### config.mk
export PLATFORM = sky130hd
export DESIGN_NAME = ial_ram
export DESIGN_NICKNAME = d
export VERILOG_FILES = /design/src/sv/assert_macros.svh /design/src/sv/ial_ram.sv
export SDC_FILE = /design/constraint.sdc
export NUM_CORES = 2
export LEC_CHECK = 0
export CAP_MARGIN = 30
export CORE_ASPECT_RATIO = 0.5
export CORE_MARGIN = 2
export CORE_UTILIZATION = 30
export CTS_BUF_LIST = sky130_fd_sc_hd__clkbuf_4 sky130_fd_sc_hd__clkbuf_8
export CTS_CLUSTER_SIZE = 25
export DETAILED_ROUTE_END_ITERATION = 12
export DONT_BUFFER_PORTS = 1
export PLACE_DENSITY_LB_ADDON = 0.15
export SLEW_MARGIN = 40
export SYNTH_ARGS = -nofsm -noshare
export SYNTH_HDL_FRONTEND = slang
export SYNTH_SLANG_ARGS = --single-unit
### constraint.sdc
create_clock -name clk -period 2.2 [get_ports clk]
set_input_delay 0.44 -clock clk [delete_from_list [all_inputs] [get_ports clk]]
set_output_delay 0.44 -clock clk [all_outputs]
set_load 0.005 [all_outputs]
### src/sv/assert_macros.svh
// Assertion helpers shared by the RTL; every property is clocked on clk
// and switched off while rst_n is low.
`ifndef ASSERT_MACROS_SVH
`define ASSERT_MACROS_SVH

// Plain invariant
`define ASSERT_ALWAYS(label, prop, msg) \
  label: assert property (@(posedge clk) disable iff (!rst_n) (prop)) else $error(msg);

// Same-cycle implication
`define ASSERT_IMPL(label, ante, cons, msg) \
  label: assert property (@(posedge clk) disable iff (!rst_n) (ante) |-> (cons)) else $error(msg);

// Next-cycle implication
`define ASSERT_NEXT(label, ante, cons, msg) \
  label: assert property (@(posedge clk) disable iff (!rst_n) (ante) |=> (cons)) else $error(msg);

`endif

### src/sv/ial_ram.sv
`timescale 1ns / 1ps
module ial_ram #(
  parameter int unsigned WIDTH = 8,
  parameter int unsigned DEPTH = 256
) (
  input  logic                     clk,
  input  logic                     we,
  input  logic [$clog2(DEPTH)-1:0] waddr,
  input  logic [WIDTH-1:0]         wdata,
  input  logic [$clog2(DEPTH)-1:0] raddr,
  output logic [WIDTH-1:0]         rdata
);

  logic [WIDTH-1:0] mem [DEPTH];

  // one write, one registered read
  always_ff @(posedge clk) begin
    if (we) begin
      mem[waddr] <= wdata;
    end
    rdata <= mem[raddr];
  end

endmodule

Word-level counts from Yosys, hierarchy flattened

Memories as Yosys holds them, arrays and structs flattened. A register that Yosys moved wholly into a read port is not among the register bits.
Index checks and enable logic that the tools add are counted.

$add $sub $neg: 0
$mul: 0
Divide/modulo/power cells: 0
Order comparisons: 0
Equal/unequal tests: 0
Shift operators: 0
Multiplexer cells: 2
Bitwise gates (word level): 0
Reductions and logical operators: 0

Operators with widths:

| cell              | count |
|---|---|
| two-way mux 1 bit | 2 |

Register bits after elaboration: 0
Bits in latches: 0
RAM bits: 2,048
Bits in read-only memories: 0
Input bits: 26
Word-level logic and storage cells: 3
Memories kept: 1

Memories:

| memory | words | width | read ports | clocked after Yosys merged registers in | write ports | RTL line      | RTL |
|---|---|---|---|---|---|---|---|
| mem    | 256   | 8     | 1          | 1                                       | 1           | ial_ram.sv:14 | `logic [WIDTH-1:0] mem [DEPTH];` |

Longest topological paths before layout

Depth in word-level cells: 2
Gate-level depth with buffers: 11
Mapped depth without buffers: 6

Worst setup path after synthesis

No wires, ideal clock.

Path kind: input to register
Start point: input port raddr[0]
End point: register rdata[2], read port of mem
Setup time: 0.131 ns
Data arrival time: 2.247 ns
Required time: 2.069 ns
Setup slack: -0.178 ns
Cell stages on the path: 9
Path buffers: 4
Cells stage by stage: buf_6 > buf_12 > buf_8 > buf_2 > mux4_2 > a22oi_1 > a21oi_1 > nor4_1 > nor4_2

RTL lines:

| element            | RTL line      | RTL |
|---|---|---|
| start: declaration | ial_ram.sv:10 | `input logic [$clog2(DEPTH)-1:0] raddr,` |
| end: declaration   | ial_ram.sv:11 | `output logic [WIDTH-1:0] rdata` |

==> qor.yml <==
maxCapViolCount: 0
critical_path_class: "input port to flop"
grt_usage: 0.1795
crit_chain: "buf_16, buf_16, buf_16, buf_16, buf_16, buf_4, buf_4, mux4_2, a22oi_2, a21oi_2, nor4_4, buf_4, nor4_2"
cts_max_level: 5
vias: 41603
critical_path.max_fanout: 45
cts_made_buffers: 323
violations: "hold timing, setup timing"
cts_tree: "yes"
drt_iter0_markers: 4768
yosysSeqAreaShare: 0.7750
switching_power_mw: 17.89
ys_seq_elements: 2056
fmax_mhz: 435.2
rsz0062_at_grt: "true"
cts_buffer_depth: 4
r2r_start: "mem[27][6]$_DFFE_PP_"
hold_ws_ns: -0.3669
setup_slack_ns: -0.09759
multi_input_area_um2: 17220
intPower_mw: 61.63
end_kind: "flop"
path_clk_slew_ns: 0.06
async_flop_share: 0
num_io_pins: 34
yosysWarnings: 0
syn_avg_cell_area_um2: 21.31
relSlewSlack: 0.3541
final_common_cell: "edfxtp_1"
synth_enable_flop_cells: 2048
areaGrowthSynthToFinish_pct: 20.29
pre_cts_ws_ns: -2.918
wl_met3_um: 15970
p_clk_frac: 0.400
grt_max_degree: 257
drv_slew: 0
crit_slowest_cell: "mux4_2"
dr.pass1.iters: 6
powerDensity_nw_per_um2: 830.9
place_area_um2: 87370
top_layer_used: "met4"
antenna_found_initial: 14
crit_top_cell: "buf_16"
wl_per_cell_um: 30.37
drive_above_1_share: 0.3617
wl_met2_um: 113400
syn-instance-count: 3733
required_ns: 3.01
grt_pass1_wl_um: 343400
seq_power_share: 0.545
crit_path_max_incr_delay_ns: 0.50
worstSetupStartpointType: "input port"
final_design_area_no_fill_um2: 95700
core_um2: 263300
fin_crit_ns: 2.298
finalPower_mw: 79.52
crit_buf_inv: 8
finalSetupTns_ns: -0.4677
port_buffers: 0
finalHoldViolCount: 339
drc: 0
hpwl_um: 137400
cp.depth: 13
fp.dieH_um: 368.1
crit_family: "buffers and inverters"
via_per_inst: 5.090
reg2regPathDepth: 6
grt_pass1_vias: 42880
ir_worst_vdd_uv: 416.5
seq_area_um2: 61660
status: "finished, violations left"
final.setup_skew_ns: 0.1031
switching_share: 0.2249
layout.nets: 4452
p_comb_frac: 0.055
fin_crit_sh: 1.044
yosysUniqueCellTypes: 55
wl_met1_um: 114200
whs_path_depth: 0
synthFlopType: "edfxtp_1"
drt_wl_total_um: 248200
die_w_um: 732.3
synth_nets: 3759
overflow: 0
clk_latency_ns: 0.95
synth_area_um2: 79560
layout_common_cells: "edfxtp_1, buf_4, mux4_2, clkbuf_8, nor2_1"
finalSetupViolCount: 7
initial_core_util: 0.3022
num_rows: 133
holdCritPathClass: "input port to flop"
crit_start: "raddr[0]"
worstPathArrival_ns: 3.11
hold_start: "wdata[3]"
clock-sinks: 2056
fillers: 24377
gp_congestion: 0.7811
fp.dieArea_um2: 269600
ant_nets: 0
root_buffer: "clkbuf_8"
worstMarginPinSlew_ns: 0.9689
leakagePower_nw: 30.43
per-layer routing:
layer  vias up  track usage
li1      17127            -
met1     22721       0.2644
met2      1446       0.2792
met3       309      0.03179
met4         0      0.03689
met5         -            0
cell type report:
cell class | instances | area share
Multi-Input combinational cell | 1442 | 0.1800
Tap cell | 3510 | 0.04589
Clock inverter | 135 | 0.008420
Clock buffer | 425 | 0.05517
Sequential cell | 2056 | 0.6443
Inverter | 2 | 0.00007844
Antenna cell | 2 | 0.00005230
Timing Repair Buffer | 601 | 0.06614
per-stage QoR:
stage	hold WS (ns)	utilization	cells
6_report	-0.3669	0.3635	8173
5_1_grt	-0.4524	0.3635	8172
4_1_cts	-0.4826	0.3612	8149
3_5_place_dp	0.5565	0.3319	7528
3_3_place_gp	0.5591	0.3303	7516
2_1_floorplan	0.5389	-	3733
final timing paths:
kind / to / slack [ns]
max reg2reg: rdata[6]$_DFF_P_ / -0.08
min reg2reg: rdata[7]$_DFF_P_ / 1.06
min: mem[157][3]$_DFFE_PP_ / -0.37
max: rdata[2]$_DFF_P_ / -0.1
power by group through the flow:
stage                     combinational [mW]  clock [mW]  sequential (mW)
final                                   4.40        31.8             43.3
after global routing                    4.63        34.3             43.3
after CTS                               4.00        32.7             43.3
after detailed placement                3.48           0             44.1
after global placement                  3.24           0             44.1
after floorplan                         2.16           0             44.0
sequential cells by signal (all words and copies together), names as in the netlist:
| register | cells |
|---|---|
| rdata | 8 |
| mem | 2048 |
logic make-up (layout without fill, tap and decap cells):
kind of cell / count (synthesis) / count (layout) / share of synthesized area
DFF: 2056 / 2056 / 0.7750
muxes: 591 / 591 / 0.1462
buffers and inverters: 235 / 1163 / 0.01831
AOI/OAI and AO/OA: 385 / 385 / 0.03419
and+or+nand+nor: 466 / 466 / 0.02628
other: 0 / 2 / 0
cells in the mapped netlist, types with 3 or more instances:
cell / number / share of area
nand4_1: 10 / 0.00079
o22ai_1: 28 / 0.0022
buf_2: 31 / 0.0020
a21oi_1: 96 / 0.0060
or2_2: 4 / 0.00031
dfxtp_1: 8 / 0.0020
o211ai_1: 10 / 0.00094
buf_4: 27 / 0.0025
o21ai_0: 10 / 0.00063
buf_8: 13 / 0.0025
nand2_1: 33 / 0.0016
nor3_1: 22 / 0.0014
a211oi_1: 16 / 0.0015
a22oi_1: 133 / 0.013
nor4_1: 24 / 0.0019
mux2i_1: 134 / 0.017
nand2b_1: 8 / 0.00063
o22a_1: 5 / 0.00055
buf_1: 22 / 0.0010
a221oi_1: 13 / 0.0014
nor4_2: 3 / 0.00047
edfxtp_1: 2048 / 0.77
a22o_1: 8 / 0.00088
nand3_1: 34 / 0.0021
clkbuf_1: 111 / 0.0052
buf_12: 8 / 0.0020
o32ai_1: 4 / 0.00044
nor2_1: 282 / 0.013
and2_1: 6 / 0.00047
buf_6: 21 / 0.0030
nor2b_1: 31 / 0.0024
mux4_2: 454 / 0.13
o221ai_1: 46 / 0.0051
worst register-to-register path, cell delays in order (launching register included):
cell,delay (ns)
edfxtp_1,0.35
mux4_2,0.51
a22oi_2,0.61
a21oi_2,0.15
a22oi_2,0.26
buf_4,0.17
nor4_2,0.04
repair_timing:
item / 4_1_cts / 5_1_grt
setup buffers: 29 / 9
hold endpoints to repair: 2064 / 1280
pin swaps: 28 / 24
endpoints found under the setup margin: 8 / 8
gates resized for setup: 75 / 34
hold buffers: 5 / 12
gates cloned: 30 / 1
(Power assumes the default switching activity.)
