### config.mk
export PLATFORM = sky130hd
export DESIGN_NAME = ial_scan
export DESIGN_NICKNAME = d
export VERILOG_FILES = /design/src/sv/assert_macros.svh /design/src/sv/ial_pkg.sv /design/src/sv/ial_scan.sv
export SDC_FILE = /design/constraint.sdc
export NUM_CORES = 1
export LEC_CHECK = 0
export ABC_AREA = 1
export BUFFER_PORTS_ARGS = -buffer_cell sky130_fd_sc_hd__clkbuf_2
export CORE_ASPECT_RATIO = 0.7
export CORE_MARGIN = 4
export CORE_UTILIZATION = 35
export DETAILED_ROUTE_END_ITERATION = 7
export PLACE_DENSITY = 0.56
export SYNTH_ARGS = -nofsm -noshare
export SYNTH_HDL_FRONTEND = slang
export SYNTH_SLANG_ARGS = --single-unit
### constraint.sdc
create_clock -name clk -period 2.1 [get_ports clk]
set_input_delay 0.42 -clock clk [delete_from_list [all_inputs] [get_ports clk]]
set_output_delay 0.42 -clock clk [all_outputs]
set_load 0.05 [all_outputs]
### src/sv/assert_macros.svh
// Assertion helpers shared by the RTL; every property is clocked on clk
// and switched off while rst_n is low.
`ifndef ASSERT_MACROS_SVH
`define ASSERT_MACROS_SVH

// Plain invariant
`define ASSERT_ALWAYS(label, prop, msg) \
  label: assert property (@(posedge clk) disable iff (!rst_n) (prop)) else $error(msg);

// Same-cycle implication
`define ASSERT_IMPL(label, ante, cons, msg) \
  label: assert property (@(posedge clk) disable iff (!rst_n) (ante) |-> (cons)) else $error(msg);

// Next-cycle implication
`define ASSERT_NEXT(label, ante, cons, msg) \
  label: assert property (@(posedge clk) disable iff (!rst_n) (ante) |=> (cons)) else $error(msg);

`endif

### src/sv/ial_pkg.sv
`timescale 1ns / 1ps
package ial_pkg;

  // Sizing
  localparam int unsigned SLOT_COUNT = 256;
  localparam int unsigned WORD_BITS  = 32;
  localparam int unsigned FREE_DEPTH = 256;

  localparam int unsigned SLOT_AW = $clog2(SLOT_COUNT);
  localparam int unsigned IDX_W   = SLOT_AW + 1;
  localparam int unsigned FREE_AW = $clog2(FREE_DEPTH);
  localparam int unsigned CNT_W   = FREE_AW + 1;

  // Field widths
  localparam int unsigned OP_W   = 3;
  localparam int unsigned ID_W   = 8;
  localparam int unsigned LIM_W  = 9;
  localparam int unsigned CFG_AW = 2;
  localparam int unsigned CFG_DW = 9;

  typedef enum logic [OP_W-1:0] {
    OP_ADD  = 3'd0,
    OP_SET  = 3'd1,
    OP_GET  = 3'd2,
    OP_DEL  = 3'd3,
    OP_NEXT = 3'd4,
    OP_PREV = 3'd5
  } op_t;

  typedef enum logic [CFG_AW-1:0] {
    CFG_FIRST_ID = 2'd0,
    CFG_ID_LIMIT = 2'd1
  } cfg_reg_t;

  typedef enum logic [3:0] {
    S_IDLE,
    S_DISPATCH,
    S_FIFO_RD,
    S_ADD_WR,
    S_GET_DATA,
    S_WALK,
    S_RETURN,
    S_SCAN_NEXT,
    S_SCAN_PREV,
    S_RESP
  } state_t;

  typedef struct packed {
    logic [OP_W-1:0]      op;
    logic [ID_W-1:0]      id_in;
    logic [WORD_BITS-1:0] data_in;
  } in_word_t;

  typedef struct packed {
    logic                 ok;
    logic [ID_W-1:0]      id_out;
    logic [WORD_BITS-1:0] data_out;
  } out_word_t;

  // Sequencer -> scan unit
  typedef struct packed {
    logic               clr_all;
    logic               occ_we;
    logic [SLOT_AW-1:0] occ_idx;
    logic               occ_val;
    logic               load;
    logic [IDX_W-1:0]   load_idx;
    logic               step_up;
    logic               step_dn;
  } scan_cmd_t;

  // Scan unit -> sequencer
  typedef struct packed {
    logic [IDX_W-1:0] idx;
    logic             hit;
  } scan_st_t;

endpackage

### src/sv/ial_scan.sv
`timescale 1ns / 1ps
module ial_scan (
  input  logic               clk,
  input  logic               rst_n,
  input  ial_pkg::scan_cmd_t cmd,
  output ial_pkg::scan_st_t  st
);
  import ial_pkg::*;

  // occupancy flag per slot: set only when the slot holds a nonzero word
  logic [SLOT_COUNT-1:0] occ_r, occ_nxt;
  logic [IDX_W-1:0]      idx_r, idx_nxt;

  always_comb begin
    occ_nxt = occ_r;
    if (cmd.occ_we) begin
      occ_nxt[cmd.occ_idx] = cmd.occ_val;
    end
    if (cmd.clr_all) begin
      occ_nxt = '0;
    end
  end

  // walk index: load, or one step up or down per cycle
  always_comb begin
    idx_nxt = idx_r;
    if (cmd.load) begin
      idx_nxt = cmd.load_idx;
    end else if (cmd.step_up) begin
      idx_nxt = idx_r + IDX_W'(1);
    end else if (cmd.step_dn) begin
      idx_nxt = idx_r - IDX_W'(1);
    end
  end

  always_ff @(posedge clk) begin
    if (!rst_n) begin
      occ_r <= '0;
    end else begin
      occ_r <= occ_nxt;
    end
  end

  always_ff @(posedge clk) begin
    idx_r <= idx_nxt;
  end

  assign st.idx = idx_r;
  assign st.hit = (idx_r < IDX_W'(SLOT_COUNT)) && occ_r[idx_r[SLOT_AW-1:0]];

endmodule
Word level (Yosys, flattened, before mapping)
Cells that the tools add are included.
{ "word_totals": {"regBits": 265, "elab_cells": 21} }
{ "classes": {"n_lt_le_gt_ge": 4, "mux": 8, "add_sub_neg": 2, "n_bitwise": 1, "n_reduce_logical": 4} }
{ "ops": {"columns": ["op", "n"], "rows": [
  ["$bwmux W256", 1],
  ["$mux W9", 3],
  ["$lt A8 B9 Y1 const B", 2],
  ["$add A9 B1 Y9 const B", 1],
  ["$lt A9 B9 Y1 const B", 1],
  ["$sub A9 B1 Y9 const B", 1],
  ["$bmux W1 S8", 1],
  ["$demux W1 S8", 1],
  ["$ge A8 B1 Y1 const B", 1],
  ["$reduce_bool A3 Y1", 1],
  ["$logic_and A1 B1 Y1", 2],
  ["$mux W1", 2],
  ["$reduce_or A2 Y1", 1],
  ["$not A1 Y1", 1]
]} }

Longest topological paths before layout
{ "depth": {"ltp_word": 5, "mapped_depth": 16, "mapped_depth_nobuf": 13} }

Worst setup path before layout
No wires, ideal clock.
{ "synth_timing": {"kind": "flip-flop to output port", "start": "register idx_r[0]", "end": "output port st[0] in the netlist's numbering", "arrival_ns": 2.487, "t_required_ns": 1.680, "stages_incl_launch_ff": 15, "path_buffers": 3, "path_slack_ns": -0.807, "cell_sequence": "edfxtp_1 buf_6 inv_4 buf_12 buf_4 nand2_1 nand3_1 nand3_1 nand3_1 nand3_1 nand2_1 nand2_1 nand3_1 nand3_1 a21oi_1"} }
{ "synth_rtl": {"columns": ["item", "line_no", "rtl"], "rows": [
  ["start, declared", "ial_scan.sv:12", "logic [IDX_W-1:0] idx_r, idx_nxt;"],
  ["start signal, assigned", "ial_scan.sv:45", "idx_r <= idx_nxt;"],
  ["end, declared", "ial_scan.sv:6", "output ial_pkg::scan_st_t st"]
]} }

==> impl_metrics.ini <==
[placed_design]
pre_cts_slack_ns = -0.570
dp_cells = 2441
place.gp.congestion = 0.894
port_buffers = 34
place_hpwl_mm = 34.5

[detailed_routing]
dr_wl_met2_mm = 23.3
wl_met3_mm = 5.65
wl_mm = 54.3
wl_met1_mm = 24.1
drt_iter0_drc = 1793
ant_nets = 0
firstDrtPassIters = 5
remaining_drc_errors = 0
vias_per_cell = 5.84
avgRoutedWirePerCell_um = 21.7
vias = 14600
top_layer_used = met4

[timing]
max_freq_mhz = 326
period_minus_slack_ns = 3.07
fin_ws_ns = -0.971
fin_crit_sh_pct = 146
drv_slew = 0
relSlewSlack_pct = 43.6
fin_tns_setup_ns = -1.21
rsz0062_at_grt = yes
clock_skew_ns = 0.00589
hold_viol = 0
setup_violations = 3
max_slew.worst_pin.slew_ns = 0.845

[synthesis]
ys_types = 31
yosysWarnings = 0
ys_seq_area_share_pct = 39.8
syn_inst = 1944
synth_edf_count = 9
syn_area_um2 = 13600
syn_area_per_cell_um2 = 6.97
synth_flop_cell = dfxtp_1
async_flop_share_pct = 0
ys_ff_latch = 265
synth_nets = 1977

[clock_network]
clock-sinks = 265
cts.clk_slew.worst_paths_ns = 0.07
clkLatencyLatePin_ns = 0.57
clockBufferDepth = 3
cts_buffers = 28
cts_root_buf = clkbuf_16
htree_levels = 1
cts_tree = done

[setup_path]
r2r-start = idx_r[0]
critPathLaunchType = flip-flop
worstPathArrival_ns = 2.65
r2r_slack_ns = -0.15
path_delay_family = simple AND/OR/NAND/NOR gates
reg2reg_to = idx_r[8]
critPathKind = reg -> out
critical-path-max-stage-delay_ns = 0.44
path_max_fanout = 7
ff2ff_path_depth = 14
crit_buf_inv = 5
timing.critical_path.cells = buf_6 > clkinv_8 > buf_12 > buf_12 > nand2_2 > nand3_1 > nand3_2 > nand3_2 > nand2_2 > nand2_2 > nand3_2 > nand3_4 > nand3_4 > a21oi_4 > buf_12
cp_data_required_time_ns = 1.68
cp-end-kind = primary output
crit_path_top_delay_cell = edfxtp_1

[finish]
regArea_um2 = 5400
post-route-util_pct = 42.7
n_antenna_cell = 0
fin_nets = 1988
drive_gt1_share_pct = 20.0
multi_input_area_um2 = 7450
instances_no_fill = 2503
final_common_cell = nor3_1
mostFrequentLayoutCells = 320 x nor3_1, 275 x nand2_1, 271 x nand3_1
area_delta_synth_final_pct = 20.9
fillers = 3946

[floorplanning]
die_width_um = 243
fp-row-count = 60
core_area_um2 = 38400
dieHeight_um = 173
start_util_pct = 35.3
die-area_um2 = 42000
pin_count = 35

[outcome]
violations = negative setup slack
status = complete, but fails checks

[grt]
grt_max_degree = 65
gr-total-overflow = 0
grt_pass1_wl_mm = 83.2
first_global_vias = 13800
antenna_found_initial = 0
grt_use_total_pct = 24.7

[min_path]
hp-start = cmd[5]
hold_class = in -> reg
hold_path_end = idx_r[3]
hold-path-cell-count = 3

[run]
max_cap_violations = 0

[power]
powerDensity_nw_per_um2 = 816
max-vdd-ir-drop_uv = 575
p_leak_nw = 5.35
[where the power goes]
part	leakage, nW	internal [mW]	switching [mW]	total, mW
registers	2.16	5.10	0.0662	5.17
clock network	0.455	2.89	2.18	5.07
logic	2.74	1.09	2.03	3.13
[cells in the mapped netlist (2+ instances only)]
cell type | instances | area share (%)
nand3_1 | 338 | 12
nor3_1 | 320 | 12
nand2_1 | 311 | 8.6
a21oi_1 | 261 | 9.6
dfxtp_1 | 256 | 38
o21ai_0 | 80 | 3.0
clkbuf_1 | 75 | 2.1
buf_2 | 67 | 2.5
inv_1 | 52 | 1.4
inv_2 | 33 | 0.91
nor2_2 | 27 | 1.2
o21ai_1 | 23 | 0.85
nor2_1 | 22 | 0.61
buf_4 | 16 | 0.89
nor2_4 | 14 | 1.2
buf_6 | 12 | 1.0
edfxtp_1 | 9 | 2.0
ha_1 | 7 | 0.65
buf_1 | 5 | 0.14
a31oi_1 | 2 | 0.092
nand4_1 | 2 | 0.092
nor3_4 | 2 | 0.24
o31ai_1 | 2 | 0.11
[per-layer routing]
| metal | global-route usage (%) | vias to the layer above |
|---|---|---|
| met2 | 36.9 | 800 |
| met4 | 6.01 | 0 |
| li1 | - | 6727 |
| met1 | 36.6 | 6985 |
| met5 | 0 | - |
| met3 | 4.91 | 98 |
[cell families (layout without fill, tap and decap cells)]
logic type / Yosys count / after routing / share of synthesized area, %
fa+ha+maj: 8 / 8 / 0.794
flops: 265 / 265 / 39.8
xor+xnor: 1 / 1 / 0.0646
compound gates: 370 / 370 / 13.8
simple gates: 1037 / 1037 / 36.3
buf+inv: 263 / 295 / 9.23
[state kept, by name, summed over array words and instances (netlist names)]
signal	flops
idx_r	9
occ_r	256
[worst max path at each step]
stage | from | slack (ns) | end | depth (start not counted)
after CTS | idx_r[0] | -0.99 | st[0] | 15
after detailed placement | idx_r[0] | -0.57 | st[0] | 14
after global routing | idx_r[0] | -1.05 | st[0] | 15
after global placement | idx_r[0] | -0.55 | st[0] | 14
after floorplan | idx_r[0] | -0.41 | st[0] | 14
final | idx_r[0] | -0.97 | st[0] | 15
[worst min-delay path: cells and delay by family]
kind / cells / cell delay (ns)
buf+inv: 1 / 0.07
compound gates: 1 / 0.05
simple gates: 1 / 0.04
[area by class of cell]
type,instances,area share (%)
sequential,265,32.9
clock buffer,44,5.20
timing repair inverter,1,0.0534
inverter,86,2.05
tap,527,4.02
multi-input combinational,1416,45.5
clock inverter,7,0.389
timing repair buffer,157,9.91
[timing repair]
action / CTS / global route
hold buffers: 0 / 0
resized for setup: 39 / 111
gates cloned: 3 / 2
buffers inserted: 4 / 5
pin swaps: 11 / 49
setup endpoints to repair: 5 / 7
[through the flow]
stage	hold WS (ns)	cell area (µm²)	total power [mW]
final	0.130	16400	13.4
after global routing	0.138	16400	13.8
after CTS	0.115	15900	13.0
after detailed placement	0.464	14700	7.88
after global placement	0.455	14700	7.87
after floorplan	0.444	13600	6.82
No activity file was read; power rests on OpenSTA's default activity.
